<file path="src/design/rpnp_pkg.sv">
// Shared widths, character codes and constants of the radix-prefixed number parser.
package rpnp_pkg;

  localparam int CHAR_W          = 8;
  localparam int VALUE_W         = 32;
  localparam int CONSUMED_W      = 16;
  localparam int DIGIT_W         = 4;
  localparam int COUNT_WIDTH_DEF = 16;

  typedef logic [CHAR_W-1:0]     char_t;
  typedef logic [VALUE_W-1:0]    value_t;
  typedef logic [CONSUMED_W-1:0] consumed_t;
  typedef logic [DIGIT_W-1:0]    digit_t;

  localparam char_t CH_NUL   = 8'h00;
  localparam char_t CH_TAB   = 8'h09;
  localparam char_t CH_LF    = 8'h0A;
  localparam char_t CH_VT    = 8'h0B;
  localparam char_t CH_CR    = 8'h0D;
  localparam char_t CH_SPACE = 8'h20;
  localparam char_t CH_ZERO  = 8'h30;
  localparam char_t CH_ONE   = 8'h31;
  localparam char_t CH_NINE  = 8'h39;
  localparam char_t CH_UA    = 8'h41;
  localparam char_t CH_UF    = 8'h46;
  localparam char_t CH_LA    = 8'h61;
  localparam char_t CH_LB    = 8'h62;
  localparam char_t CH_LF_HI = 8'h66;
  localparam char_t CH_LX    = 8'h78;

  // Base value of the letter digits a..f and A..F: a and A are 10.
  localparam digit_t HEX_LETTER_BASE = 4'd10;

endpackage

</file>
<file path="src/design/rpnp_if.sv">
// Valid/ready channel interfaces for the character items and the parse results.
interface rpnp_in_if;
  import rpnp_pkg::*;

  logic  valid;
  logic  ready;
  char_t char_code;
  logic  last_of_buffer;

  modport source (output valid, output char_code, output last_of_buffer, input ready);
  modport sink   (input valid, input char_code, input last_of_buffer, output ready);
endinterface

interface rpnp_out_if;
  import rpnp_pkg::*;

  logic      valid;
  logic      ready;
  value_t    value;
  consumed_t consumed;
  logic      accepted;

  modport source (output valid, output value, output consumed, output accepted, input ready);
  modport sink   (input valid, input value, input consumed, input accepted, output ready);
endinterface

</file>
<file path="src/design/radix_prefixed_number_parser_unit.sv">
// Radix-prefixed number parser top level: streams buffer characters and returns one parse result.
// The block reads a text buffer one character per item and parses an unsigned
// number at its start. A leading "0x" or "0b" selects hexadecimal or binary when
// the buffer holds more than two characters; otherwise the number is decimal.
// Digits accumulate modulo 2^32. The first non-digit ends the number, and the
// parse is accepted only if that character is NUL, space, tab, vertical tab, CR
// or LF, or if the buffer ended while still in digits. A rejected parse reports
// value 0 and count 0. Characters after the end of the number are ignored.
// Exactly one result item is produced per buffer, on the item that carries
// last_of_buffer, and the parser then starts fresh for the next buffer.
// Throughput is one character per clock: the parse state is updated by a single
// shift-and-add step in the cycle a character is accepted, and the result is
// registered in the output register, or in the skid register while the output
// register is held. The two-entry output buffer (output register plus skid) keeps
// in_chan.ready a registered signal, so characters keep flowing while one finished
// result waits downstream; input stalls only when both entries hold results.
// The consumed count saturates at 2^COUNT_WIDTH - 1 and is then reported in its low 16 bits.
module radix_prefixed_number_parser_unit #(
  parameter int COUNT_WIDTH = rpnp_pkg::COUNT_WIDTH_DEF
) (
  input logic          clk,
  input logic          rst_n,
  rpnp_in_if.sink      in_chan,
  rpnp_out_if.source   out_chan
);

  import rpnp_pkg::*;

  localparam logic [2:0] MODE_START = 3'd0;
  localparam logic [2:0] MODE_DEC   = 3'd1;
  localparam logic [2:0] MODE_HEX   = 3'd2;
  localparam logic [2:0] MODE_BIN   = 3'd3;
  localparam logic [2:0] MODE_OK    = 3'd4;
  localparam logic [2:0] MODE_REJ   = 3'd5;

  localparam logic [COUNT_WIDTH-1:0] COUNT_MAX = {COUNT_WIDTH{1'b1}};
  localparam logic [COUNT_WIDTH-1:0] COUNT_ONE = COUNT_WIDTH'(1);
  localparam logic [COUNT_WIDTH-1:0] COUNT_TWO = COUNT_WIDTH'(2);

  // Parse state.
  logic [2:0]             mode_r,  mode_nxt;
  value_t                 acc_r,   acc_nxt;
  logic [COUNT_WIDTH-1:0] count_r, count_nxt;
  logic                   fwz_r,   fwz_nxt;

  // Output register and skid register.
  logic      out_valid_r,  out_valid_nxt;
  value_t    out_value_r,  out_value_nxt;
  consumed_t out_cons_r,   out_cons_nxt;
  logic      out_acc_r,    out_acc_nxt;
  logic      skid_valid_r, skid_valid_nxt;
  value_t    skid_value_r, skid_value_nxt;
  consumed_t skid_cons_r,  skid_cons_nxt;
  logic      skid_acc_r,   skid_acc_nxt;

  // Per-character step.
  char_t                  ch;
  logic                   last;
  logic                   in_fire, out_fire, push;
  logic [2:0]             mode_eff, mode_step;
  logic                   fwz_eff;
  logic                   active, prefix_hit, is_digit, is_term;
  digit_t                 dval;
  value_t                 acc_step;
  logic [COUNT_WIDTH-1:0] count_step;
  logic [COUNT_WIDTH+CONSUMED_W-1:0] count_ext;
  value_t                 res_value;
  consumed_t              res_cons;
  logic                   res_acc;

  assign ch       = in_chan.char_code;
  assign last     = in_chan.last_of_buffer;
  assign in_chan.ready = !skid_valid_r;
  assign in_fire  = in_chan.valid && !skid_valid_r;
  assign out_fire = out_valid_r && out_chan.ready;
  assign push     = in_fire && last;

  // Digit decoding for the mode in effect on this character.
  always_comb begin
    is_digit = 1'b0;
    dval     = '0;
    unique case (mode_eff)
      MODE_BIN: begin
        if (ch == CH_ZERO || ch == CH_ONE) begin
          is_digit = 1'b1;
          dval     = DIGIT_W'(ch - CH_ZERO);
        end
      end
      MODE_HEX: begin
        if (ch >= CH_ZERO && ch <= CH_NINE) begin
          is_digit = 1'b1;
          dval     = DIGIT_W'(ch - CH_ZERO);
        end else if (ch >= CH_LA && ch <= CH_LF_HI) begin
          is_digit = 1'b1;
          dval     = DIGIT_W'(ch - CH_LA) + HEX_LETTER_BASE;
        end else if (ch >= CH_UA && ch <= CH_UF) begin
          is_digit = 1'b1;
          dval     = DIGIT_W'(ch - CH_UA) + HEX_LETTER_BASE;
        end
      end
      default: begin
        if (ch >= CH_ZERO && ch <= CH_NINE) begin
          is_digit = 1'b1;
          dval     = DIGIT_W'(ch - CH_ZERO);
        end
      end
    endcase
  end

  always_comb begin
    // The first character of a buffer starts a decimal parse.
    mode_eff = (mode_r == MODE_START) ? MODE_DEC : mode_r;
    fwz_eff  = (mode_r == MODE_START) ? (ch == CH_ZERO) : fwz_r;
    active   = (mode_eff == MODE_DEC) || (mode_eff == MODE_HEX) || (mode_eff == MODE_BIN);
    is_term  = (ch == CH_NUL) || (ch == CH_SPACE) || (ch == CH_TAB) ||
               (ch == CH_VT) || (ch == CH_CR) || (ch == CH_LF);
    // A radix letter right after a leading zero, with more characters to come.
    prefix_hit = (mode_eff == MODE_DEC) && fwz_eff && (count_r == COUNT_ONE) && !last &&
                 (ch == CH_LX || ch == CH_LB);

    mode_step  = mode_eff;
    acc_step   = acc_r;
    count_step = count_r;
    if (active) begin
      priority if (prefix_hit) begin
        mode_step  = (ch == CH_LX) ? MODE_HEX : MODE_BIN;
        acc_step   = '0;
        count_step = COUNT_TWO;
      end else if (is_digit) begin
        unique case (mode_eff)
          MODE_HEX: acc_step = {acc_r[VALUE_W-5:0], dval};
          MODE_BIN: acc_step = {acc_r[VALUE_W-2:0], dval[0]};
          default:  acc_step = (acc_r << 3) + (acc_r << 1) + VALUE_W'(dval);
        endcase
        if (count_r != COUNT_MAX) begin
          count_step = count_r + COUNT_ONE;
        end
      end else if (is_term) begin
        mode_step = MODE_OK;
      end else begin
        mode_step  = MODE_REJ;
        acc_step   = '0;
        count_step = '0;
      end
    end

    count_ext = {{CONSUMED_W{1'b0}}, count_step};
    res_value = acc_step;
    res_cons  = count_ext[CONSUMED_W-1:0];
    res_acc   = (mode_step != MODE_REJ);

    mode_nxt  = mode_r;
    acc_nxt   = acc_r;
    count_nxt = count_r;
    fwz_nxt   = fwz_r;
    if (in_fire) begin
      if (last) begin
        mode_nxt  = MODE_START;
        acc_nxt   = '0;
        count_nxt = '0;
        fwz_nxt   = 1'b0;
      end else begin
        mode_nxt  = mode_step;
        acc_nxt   = acc_step;
        count_nxt = count_step;
        fwz_nxt   = fwz_eff;
      end
    end
  end

  // Two-entry result buffer. The skid entry only fills when the output register
  // is held by a stalled consumer, and it drains into the output register first.
  always_comb begin
    out_valid_nxt  = out_valid_r;
    out_value_nxt  = out_value_r;
    out_cons_nxt   = out_cons_r;
    out_acc_nxt    = out_acc_r;
    skid_valid_nxt = skid_valid_r;
    skid_value_nxt = skid_value_r;
    skid_cons_nxt  = skid_cons_r;
    skid_acc_nxt   = skid_acc_r;
    if (skid_valid_r) begin
      if (out_fire) begin
        out_value_nxt  = skid_value_r;
        out_cons_nxt   = skid_cons_r;
        out_acc_nxt    = skid_acc_r;
        skid_valid_nxt = 1'b0;
      end
    end else if (out_valid_r && !out_chan.ready) begin
      if (push) begin
        skid_valid_nxt = 1'b1;
        skid_value_nxt = res_value;
        skid_cons_nxt  = res_cons;
        skid_acc_nxt   = res_acc;
      end
    end else if (push) begin
      out_valid_nxt = 1'b1;
      out_value_nxt = res_value;
      out_cons_nxt  = res_cons;
      out_acc_nxt   = res_acc;
    end else if (out_fire) begin
      out_valid_nxt = 1'b0;
    end
  end

  always_ff @(posedge clk) begin
    if (!rst_n) begin
      mode_r       <= MODE_START;
      acc_r        <= '0;
      count_r      <= '0;
      fwz_r        <= 1'b0;
      out_valid_r  <= 1'b0;
      skid_valid_r <= 1'b0;
    end else begin
      mode_r       <= mode_nxt;
      acc_r        <= acc_nxt;
      count_r      <= count_nxt;
      fwz_r        <= fwz_nxt;
      out_valid_r  <= out_valid_nxt;
      skid_valid_r <= skid_valid_nxt;
    end
  end

  always_ff @(posedge clk) begin
    out_value_r  <= out_value_nxt;
    out_cons_r   <= out_cons_nxt;
    out_acc_r    <= out_acc_nxt;
    skid_value_r <= skid_value_nxt;
    skid_cons_r  <= skid_cons_nxt;
    skid_acc_r   <= skid_acc_nxt;
  end

  assign out_chan.valid    = out_valid_r;
  assign out_chan.value    = out_value_r;
  assign out_chan.consumed = out_cons_r;
  assign out_chan.accepted = out_acc_r;

endmodule

</file>
<file path="src/flat_wrapper.sv">
// flat-port wrapper written by rule: the top's interface ports become plain ports
module radix_prefixed_number_parser_unit_flat import rpnp_pkg::*;
#(
  parameter int COUNT_WIDTH = rpnp_pkg::COUNT_WIDTH_DEF
)
  (clk, rst_n, in_chan_valid, in_chan_char_code, in_chan_last_of_buffer, in_chan_ready, out_chan_valid, out_chan_value, out_chan_consumed, out_chan_accepted, out_chan_ready);
  rpnp_in_if in_chan_i ();
  rpnp_out_if out_chan_i ();
  input logic clk;
  input logic rst_n;
  input wire logic [$bits(in_chan_i.valid)-1:0] in_chan_valid;
  input wire logic [$bits(in_chan_i.char_code)-1:0] in_chan_char_code;
  input wire logic [$bits(in_chan_i.last_of_buffer)-1:0] in_chan_last_of_buffer;
  output wire logic [$bits(in_chan_i.ready)-1:0] in_chan_ready;
  output wire logic [$bits(out_chan_i.valid)-1:0] out_chan_valid;
  output wire logic [$bits(out_chan_i.value)-1:0] out_chan_value;
  output wire logic [$bits(out_chan_i.consumed)-1:0] out_chan_consumed;
  output wire logic [$bits(out_chan_i.accepted)-1:0] out_chan_accepted;
  input wire logic [$bits(out_chan_i.ready)-1:0] out_chan_ready;
  assign in_chan_i.valid = in_chan_valid;
  assign in_chan_i.char_code = in_chan_char_code;
  assign in_chan_i.last_of_buffer = in_chan_last_of_buffer;
  assign in_chan_ready = in_chan_i.ready;
  assign out_chan_valid = out_chan_i.valid;
  assign out_chan_value = out_chan_i.value;
  assign out_chan_consumed = out_chan_i.consumed;
  assign out_chan_accepted = out_chan_i.accepted;
  assign out_chan_i.ready = out_chan_ready;
  radix_prefixed_number_parser_unit #(.COUNT_WIDTH(COUNT_WIDTH)) u_core (.clk(clk), .rst_n(rst_n), .in_chan(in_chan_i), .out_chan(out_chan_i));
endmodule
</file>
<file path="config.mk">
export PLATFORM = sky130hd
export DESIGN_NAME = radix_prefixed_number_parser_unit_flat
export DESIGN_NICKNAME = d
export VERILOG_FILES = /design/src/design/rpnp_pkg.sv /design/src/design/rpnp_if.sv /design/src/design/radix_prefixed_number_parser_unit.sv /design/src/flat_wrapper.sv
export SDC_FILE = /design/constraint.sdc
export NUM_CORES = 1
export LEC_CHECK = 0
export BUFFER_PORTS_ARGS = -buffer_cell sky130_fd_sc_hd__buf_2
export CAP_MARGIN = 20
export CORE_ASPECT_RATIO = 0.6
export CORE_MARGIN = 4
export CORE_UTILIZATION = 56
export DETAILED_ROUTE_END_ITERATION = 6
export GPL_ROUTABILITY_DRIVEN = 0
export PLACE_DENSITY = 0.8
export REMOVE_ABC_BUFFERS = 1
export SETUP_SLACK_MARGIN = 0.2
export SYNTH_ARGS = -nofsm -noshare
export SYNTH_HDL_FRONTEND = slang
export SYNTH_SLANG_ARGS = --single-unit
</file>
<file path="constraint.sdc">
create_clock -name clk -period 4.78 [get_ports clk]
set_input_delay 0.239 -clock clk [delete_from_list [all_inputs] [get_ports clk]]
set_output_delay 0.239 -clock clk [all_outputs]
set_load 0.02 [all_outputs]
</file>
==> results.py, run 1 <==
metrics = {
    "outcome": {
        "status": "complete, no violations",
    },
    "finish": {
        "nNetsFinal": 1147,
        "finalNonFillerCells": 1315,
        "syn2layout_area_growth_pct": 13.7,
        "final_cell_area_mm2": 0.0112,
        "antennaDiodeCount": 0,
        "final_layout_size_suffix_gt1_share_pct": 21.1,
    },
    "logic_synthesis": {
        "syn_area_mm2": 0.00985,
        "yosysTopAreaCellShare_pct": 29.9,
        "syn_inst": 1004,
        "yosys.area.top_type": "edfxtp_1",
        "synth-edff-count": 98,
        "ys_ff_latch": 152,
        "synthTopCellsByArea": "edfxtp_1 (30%), dfxtp_1 (11%), ha_1 (8.1%), mux2_2 (4.9%), nand2_1 (4.7%)",
        "avgSynthCellArea_um2": 9.82,
        "synth_seq_area_share_pct": 40.8,
        "ys_warn_count": 0,
        "yosys.cell_types.count": 84,
        "async_flop_share_pct": 0,
        "synth-main-ff-cell": "edfxtp_1",
    },
    "worst_setup_path": {
        "worst_path_max_delay_cell": "fa_1",
        "r2r_slack_ps": 410,
        "crit_end": "u_core.skid_value_r[30]",
        "max_stage_delay_ps": 620,
        "reg2reg_to": "u_core.skid_value_r[30]",
        "timing_worst_setup_path_type": "flop to flop",
        "arrival_ps": 4520,
        "worstPathMaxFanout": 39,
        "crit_start": "u_core.mode_r[1]",
        "worst-r2r-cell-count": 15,
        "crit_cells": 15,
        "endpoint_kind": "flop",
        "crit_required_ps": 4930,
        "cp_cell_sequence": "nor2b_2 -> buf_6 -> a22oi_2 -> fa_1 -> fa_2 -> a211oi_2 -> buf_4 -> o211ai_1 -> nand3_1 -> and3_4 -> o31a_1 -> buf_4 -> nor3_1 -> mux2i_1 -> o211ai_1",
        "start_kind": "flop",
        "r2r_start": "u_core.mode_r[1]",
        "critPathTopFamily": "compound AO/OA/AOI/OAI gates",
        "crit_buf_inv": 3,
    },
    "global_routing": {
        "grt_overflow": 0,
        "grt_pass1_wl_mm": 43.2,
        "antenna_found_initial": 0,
        "grt_pass1_vias": 7999,
        "grt_max_degree": 51,
        "grtUsageTotal_pct": 27.1,
    },
    "drt": {
        "routed_wl_mm": 27.2,
        "drc": 0,
        "viasPerCell": 6.61,
        "ant_nets": 0,
        "drt-initial-drc-count": 1233,
        "first_pass_iters": 6,
        "via_count": 8697,
        "wl_per_cell_um": 20.7,
    },
    "hold_path": {
        "min_path_type": "primary input to flop",
    },
    "clock_tree": {
        "cts_tree": "yes",
        "clockBufferDepth": 2,
        "h-tree-depth": 4,
        "clk_transition_reported_paths_ps": 60,
        "cts.sinks": 152,
        "cts-buffers-inserted": 17,
        "cts_hold_buf": 0,
        "worstSkewPairLatency_ps": 430,
        "clockRootBuffer": "clkbuf_16",
    },
    "timing": {
        "hold_viol_final": 0,
        "fmaxAchievable_mhz": 229,
        "worstMarginPinSlew_ps": 998,
        "hold_ws_ps": 199,
        "slew_viol_final": 0,
        "slew_headroom_pct": 33.3,
        "tns_ps": 0,
        "layout_min_cycle_time_ps": 4370,
        "final-setup-viol-count": 0,
        "finalCritPeriodShare_pct": 91.4,
        "fin_ws_ps": 410,
        "clock_skew_ps": 10.2,
        "rsz0062_at_grt": "no",
    },
    "placement": {
        "dp_hpwl_mm": 17.9,
        "port_buffers": 63,
        "dp_cells": 1277,
        "pre_cts_ws_ps": -212,
        "placed_area_mm2": 0.0105,
    },
    "power_and_ir_drop": {
        "vdd_ir_drop_max_uv": 251,
        "power_density_mw_per_mm2": 267,
        "power_leakage_uw": 0.00455,
    },
    "die": {
        "rows": 37,
        "core-area_mm2": 0.0172,
        "initial_core_util_pct": 57.4,
        "dieArea_mm2": 0.0199,
        "io_pins": 64,
        "die_y_um": 111,
        "die_w_um": 179,
    },
    "flow_run": {
        "maxCapViolCount": 0,
    },
}
[placed cells by master, fill, tap and decap left out, types with 9 or more instances in the layout]
cell type and n:
a22o_1 21, xnor2_1 10, and2_1 9, a22oi_1 11, o21ai_1 13, a31oi_1 9
buf_4 42, mux2_2 43, edfxtp_1 98, buf_2 63, inv_1 15, nor2_1 48
a21oi_1 49, a211oi_1 13, mux2i_1 30, nand3_1 32, a21o_1 15, o21ai_0 61
ha_1 64, clkbuf_16 17, nor3_1 11, and3_1 14, nand2_1 123, dfxtp_1 53
nand4_1 12, or3_1 10, o21bai_1 9, nor2b_1 16, o211ai_1 14
[cells by family after synthesis]
family	after synthesis	share of synthesized area [%]
buf+inv	79	3.87
mux	76	8.27
compound gates	299	21.4
flops	152	40.8
simple gates	316	15.7
xor+xnor	16	1.42
fa+ha+maj	66	8.53
[timing repair]
item,4_1_cts,5_1_grt
setup endpoints to repair,0,29
resized for setup,0,21
setup buffers,0,4
[state kept, by name, indices dropped and copies added, names as in the netlist, 3 cells and up]
name / count
u_core.acc_r: 32
u_core.out_chan.value: 32
u_core.skid_value_r: 32
u_core.count_r: 16
u_core.out_chan.consumed: 16
u_core.skid_cons_r: 16
u_core.mode_r: 3
[final cells by class]
class | instances | area, µm²
Clock buffer | 18 | 429
Tap cell | 234 | 293
Sequential cell | 152 | 4030
Clock inverter | 14 | 173
Multi-Input combinational cell | 773 | 5560
Timing Repair Buffer | 108 | 661
Fill cell | 1381 | 5970
Inverter | 16 | 60.1
[worst reg2reg max path, stage by stage, from the launching register on]
cell and delay (ps):
dfxtp_2 420, nor2b_2 210, buf_6 320, a22oi_2 150
fa_1 620, fa_2 240, a211oi_2 70, buf_4 140
o211ai_1 320, nand3_1 170, and3_4 240, o31a_1 320
buf_4 160, nor3_1 250, mux2i_1 350, o211ai_1 120
[how the worst min path moves through the flow]
stage | startpoint | end | slack [ps] | depth (start not counted)
floorplan | rst_n | u_core.skid_valid_r | 370 | 1
CTS | out_chan_ready | u_core.skid_valid_r | 190 | 4
finish | out_chan_ready | u_core.skid_valid_r | 200 | 4
global route | out_chan_ready | u_core.skid_valid_r | 200 | 4
detailed placement | u_core.acc_r[31] | u_core.acc_r[31] | 440 | 2
global placement | u_core.acc_r[31] | u_core.acc_r[31] | 440 | 2
[routing by layer]
layer / up-vias / share of wire [%] / global-route usage, %
met5: - / 0 / 0
met3: 47 / 12 / 6.85
met2: 543 / 40 / 37.2
met1: 4142 / 46 / 42.4
li1: 3965 / - / -
met4: 0 / 1.5 / 6.59
[synth_stat cells (7+ instances only)]
master    instances
o21ai_0          61
buf_2             7
mux2_2           43
and3_1           15
xnor2_1          10
a22oi_1          13
nand2_1         124
nor2b_1          17
clkbuf_1         41
nor4_1            7
o21bai_1         10
mux2i_1          33
and2_1            9
edfxtp_1         98
dfxtp_1          54
nand4_1          12
o21ai_1          14
o211ai_1         14
buf_6             7
o31ai_1           9
nor3_1           11
a22o_1           21
nand3_1          32
a32o_1            8
a211oi_1         15
inv_1            15
nor2_1           48
a21oi_1          49
or3_1            10
a21o_1           15
a31oi_1          10
ha_1             64
[report_power, final]
group	switching [µW]	internal, µW
sequential	7.06	1410
clock	564	825
combinational	129	56.2
[stage by stage]
stage	power [µW]	utilization, %
after floorplan	1550	-
after global placement	1620	60.8
after detailed placement	1620	60.8
after CTS	3000	64.3
after global routing	3090	65.2
final	2990	65.2
(Power assumes the default switching activity.)
==> inputs of run 2 (changes only) <==
--- a/config.mk
+++ b/config.mk
@@ -5,10 +5,10 @@
 export SDC_FILE = /design/constraint.sdc
 export NUM_CORES = 1
 export LEC_CHECK = 0
+export ABC_AREA = 1
 export BUFFER_PORTS_ARGS = -buffer_cell sky130_fd_sc_hd__buf_2
 export CAP_MARGIN = 20
 export CORE_ASPECT_RATIO = 0.6
-export CORE_MARGIN = 4
 export CORE_UTILIZATION = 56
 export DETAILED_ROUTE_END_ITERATION = 6
 export GPL_ROUTABILITY_DRIVEN = 0
==> run 2 against run 1 <==
Against the previous run:
- clock skew barely moved
- critical path depth increased by 4
- routed wire length up 9.4%
- via count increased by 20%
- clock power about the same
- synthesized cell count rose by 49%
- final cell count up 38%
- maximum frequency is 9.0% higher
==> results.py, run 2 <==
metrics = {
    "finish": {
        "regArea_mm2": 0.00403,
        "final_cell_area_mm2": 0.0120,
        "final_common_cell": "nand2_1",
        "layout_common_cells": "nand2_1 (528), inv_1 (151), edfxtp_1 (98), nor2_1 (85), nand3_1 (75)",
        "multi_input_area_mm2": 0.00604,
        "syn2layout_area_growth_pct": 9.78,
        "antennaDiodeCount": 0,
        "nNetsFinal": 1616,
        "finalNonFillerCells": 1816,
        "final_layout_size_suffix_gt1_share_pct": 16.3,
        "fill_cells": 1704,
    },
    "hold_path": {
        "min_path_type": "primary input to flop",
        "hp-start": "rst_n",
    },
    "worst_setup_path": {
        "endpoint_kind": "flop",
        "worst_path_max_delay_cell": "dfxtp_1",
        "max_stage_delay_ps": 500,
        "timing_worst_setup_path_type": "flop to flop",
        "cp_cell_sequence": "inv_1 -> nand2_1 -> buf_4 -> a21oi_1 -> a31oi_1 -> o21ai_0 -> ha_1 -> ha_1 -> fa_1 -> nand3_1 -> nand3_1 -> nand3_1 -> nand3_1 -> xnor2_1 -> nand2_1 -> a21boi_0 -> o21ai_2 -> nand2_1 -> nand2_1",
        "crit_required_ps": 4970,
        "start_kind": "flop",
        "worstPathMaxFanout": 29,
        "crit_start": "u_core.mode_r[0]",
        "r2r_slack_ps": 770,
        "crit_buf_inv": 2,
        "arrival_ps": 4200,
        "critPathTopFamily": "simple AND/OR/NAND/NOR gates",
        "r2r_start": "u_core.mode_r[0]",
    },
    "logic_synthesis": {
        "ys_ff_latch": 152,
        "synth_commonest_cells": "nand2_1 (529), inv_1 (152), edfxtp_1 (98)",
        "yosysTopAreaCellShare_pct": 26.8,
        "async_flop_share_pct": 0,
        "yosysMostFrequentCell": "nand2_1",
        "synth-main-ff-cell": "edfxtp_1",
        "ys_warn_count": 0,
        "syn_area_mm2": 0.0110,
        "syn_inst": 1496,
        "synth_seq_area_share_pct": 36.7,
        "yosys.cell_types.count": 57,
        "avgSynthCellArea_um2": 7.33,
        "yosys.area.top_type": "edfxtp_1",
        "synthTopCellsByArea": "edfxtp_1 (27%), nand2_1 (18%), dfxtp_1 (9.9%), ha_1 (7.3%), inv_1 (5.2%)",
        "synth-edff-count": 98,
    },
    "drt": {
        "viasPerCell": 5.74,
        "wl_met2_mm": 11.5,
        "ant_nets": 0,
        "via_count": 10400,
        "dr.max_layer_used": "met4",
        "wl_met3_mm": 3.50,
        "drt-initial-drc-count": 1150,
        "wl_met1_mm": 14.2,
        "wl_per_cell_um": 16.4,
        "drc": 0,
        "routed_wl_mm": 29.8,
        "first_pass_iters": 6,
    },
    "timing": {
        "tns_ps": 0,
        "slew_viol_final": 0,
        "finalCritPeriodShare_pct": 83.9,
        "rsz0062_at_grt": "no",
        "fmaxAchievable_mhz": 249,
        "clock_skew_ps": 10.5,
        "worstMarginPinSlew_ps": 939,
        "slew_headroom_pct": 37.3,
        "hold_viol_final": 0,
        "final-setup-viol-count": 0,
        "layout_min_cycle_time_ps": 4010,
    },
    "global_routing": {
        "grt_pass1_wl_mm": 48.1,
        "grtUsageTotal_pct": 30.3,
        "grt_overflow": 0,
        "antenna_found_initial": 0,
        "grt_max_degree": 77,
        "grt_pass1_vias": 9302,
    },
    "placement": {
        "placed_area_mm2": 0.0114,
        "dp_hpwl_mm": 20.1,
        "port_buffers": 63,
        "dp_cells": 1784,
    },
    "flow_run": {
        "maxCapViolCount": 0,
    },
    "power_and_ir_drop": {
        "power_leakage_uw": 0.00558,
        "p_int_uw": 2290,
        "vdd_ir_drop_max_uv": 286,
        "swShare_pct": 23.8,
        "p_clk_share_pct": 46.5,
        "combPwrFrac_pct": 6.2,
        "power.switching_uw": 716,
        "power_density_mw_per_mm2": 250,
        "pwr-share-seq_pct": 47.2,
    },
    "clock_tree": {
        "clockRootBuffer": "clkbuf_16",
        "cts_tree": "yes",
        "post-cts-setup-buffers": 0,
        "cts.sinks": 152,
        "h-tree-depth": 4,
        "worstSkewPairLatency_ps": 440,
        "clockBufferDepth": 2,
        "cts_hold_buf": 0,
        "cts-buffers-inserted": 17,
        "cts_resized": 0,
        "clk_transition_reported_paths_ps": 70,
    },
    "die": {
        "die_w_um": 183,
        "rows": 39,
        "io_pins": 64,
        "initial_core_util_pct": 57.4,
        "core-area_mm2": 0.0191,
        "dieArea_mm2": 0.0202,
        "die_y_um": 110,
    },
    "outcome": {
        "status": "complete, no violations",
    },
}
run 2: changes by cell type after synthesis, sizes merged, moves of 21 or more:
cell | before | now
inv | 15 | 160
mux2 | 43 | 0
mux2i | 33 | 3
o22ai | 1 | 39
nor2 | 49 | 110
a22o | 21 | 0
nand3 | 32 | 75
nand2 | 124 | 576
a21oi | 49 | 85
run 2: path summary, 6_finish.rpt:
| kind | endpoint | cells past startpoint |
|---|---|---|
| max reg2reg | u_core.out_chan.value[14] | 19 |
| max | u_core.out_chan.value[14] | 19 |
| min | u_core.skid_valid_r | 3 |
| min reg2reg | u_core.out_chan.value[9] | 2 |
run 2: layout make-up:
type | count | area share, %
Tap cell | 266 | 2.76
Inverter | 164 | 5.14
Clock inverter | 10 | 1.19
Timing Repair Buffer | 78 | 3.55
Sequential cell | 152 | 33.4
Clock buffer | 22 | 3.77
Multi-Input combinational cell | 1124 | 50.2
run 2: per-layer routing:
| layer | vias up | global-route usage [%] |
|---|---|---|
| met5 | - | 0 |
| met4 | 0 | 9.52 |
| met3 | 53 | 7.82 |
| met2 | 559 | 41.2 |
| met1 | 4774 | 46.2 |
| li1 | 5033 | - |
run 2: through the flow:
step	hold slack (ps)	util [%]	total power (µW)	setup slack, ps
after detailed placement	497	59.9	1630	660
after CTS	42.3	63.0	3010	887
after global placement	486	59.9	1630	751
after global routing	51.0	63.0	3090	515
after floorplan	365	-	1560	-1940
final	54.8	63.0	3010	769
run 2: cells by family after synthesis:
kind of cell	Yosys count	synth area share (%)
buffers and inverters	220	8.46
adder cells (fa/ha/maj)	66	7.66
flip-flops	152	36.7
XOR/XNOR	15	1.20
AND/OR/NAND/NOR	806	31.7
multiplexers	3	0.274
AO/OA/AOI/OAI	234	14.0
run 2: power by group through the flow:
stage / clock network (µW) / registers (µW) / logic [µW]
floorplan: 0 / 1480 / 80.1
global placement: 0 / 1450 / 182
detailed placement: 0 / 1450 / 185
CTS: 1410 / 1420 / 185
global route: 1460 / 1420 / 202
finish: 1400 / 1420 / 188
run 2: worst reg2reg max path, cell delays in order, from the launching register on:
cell and delay, ps:
dfxtp_1 500, inv_1 150, nand2_1 130, buf_4 380
a21oi_1 80, a31oi_1 140, o21ai_0 110, ha_1 200
ha_1 240, fa_1 470, nand3_1 140, nand3_1 140
nand3_1 100, nand3_1 230, xnor2_1 220, nand2_1 60
a21boi_0 230, o21ai_2 100, nand2_1 90, nand2_1 70
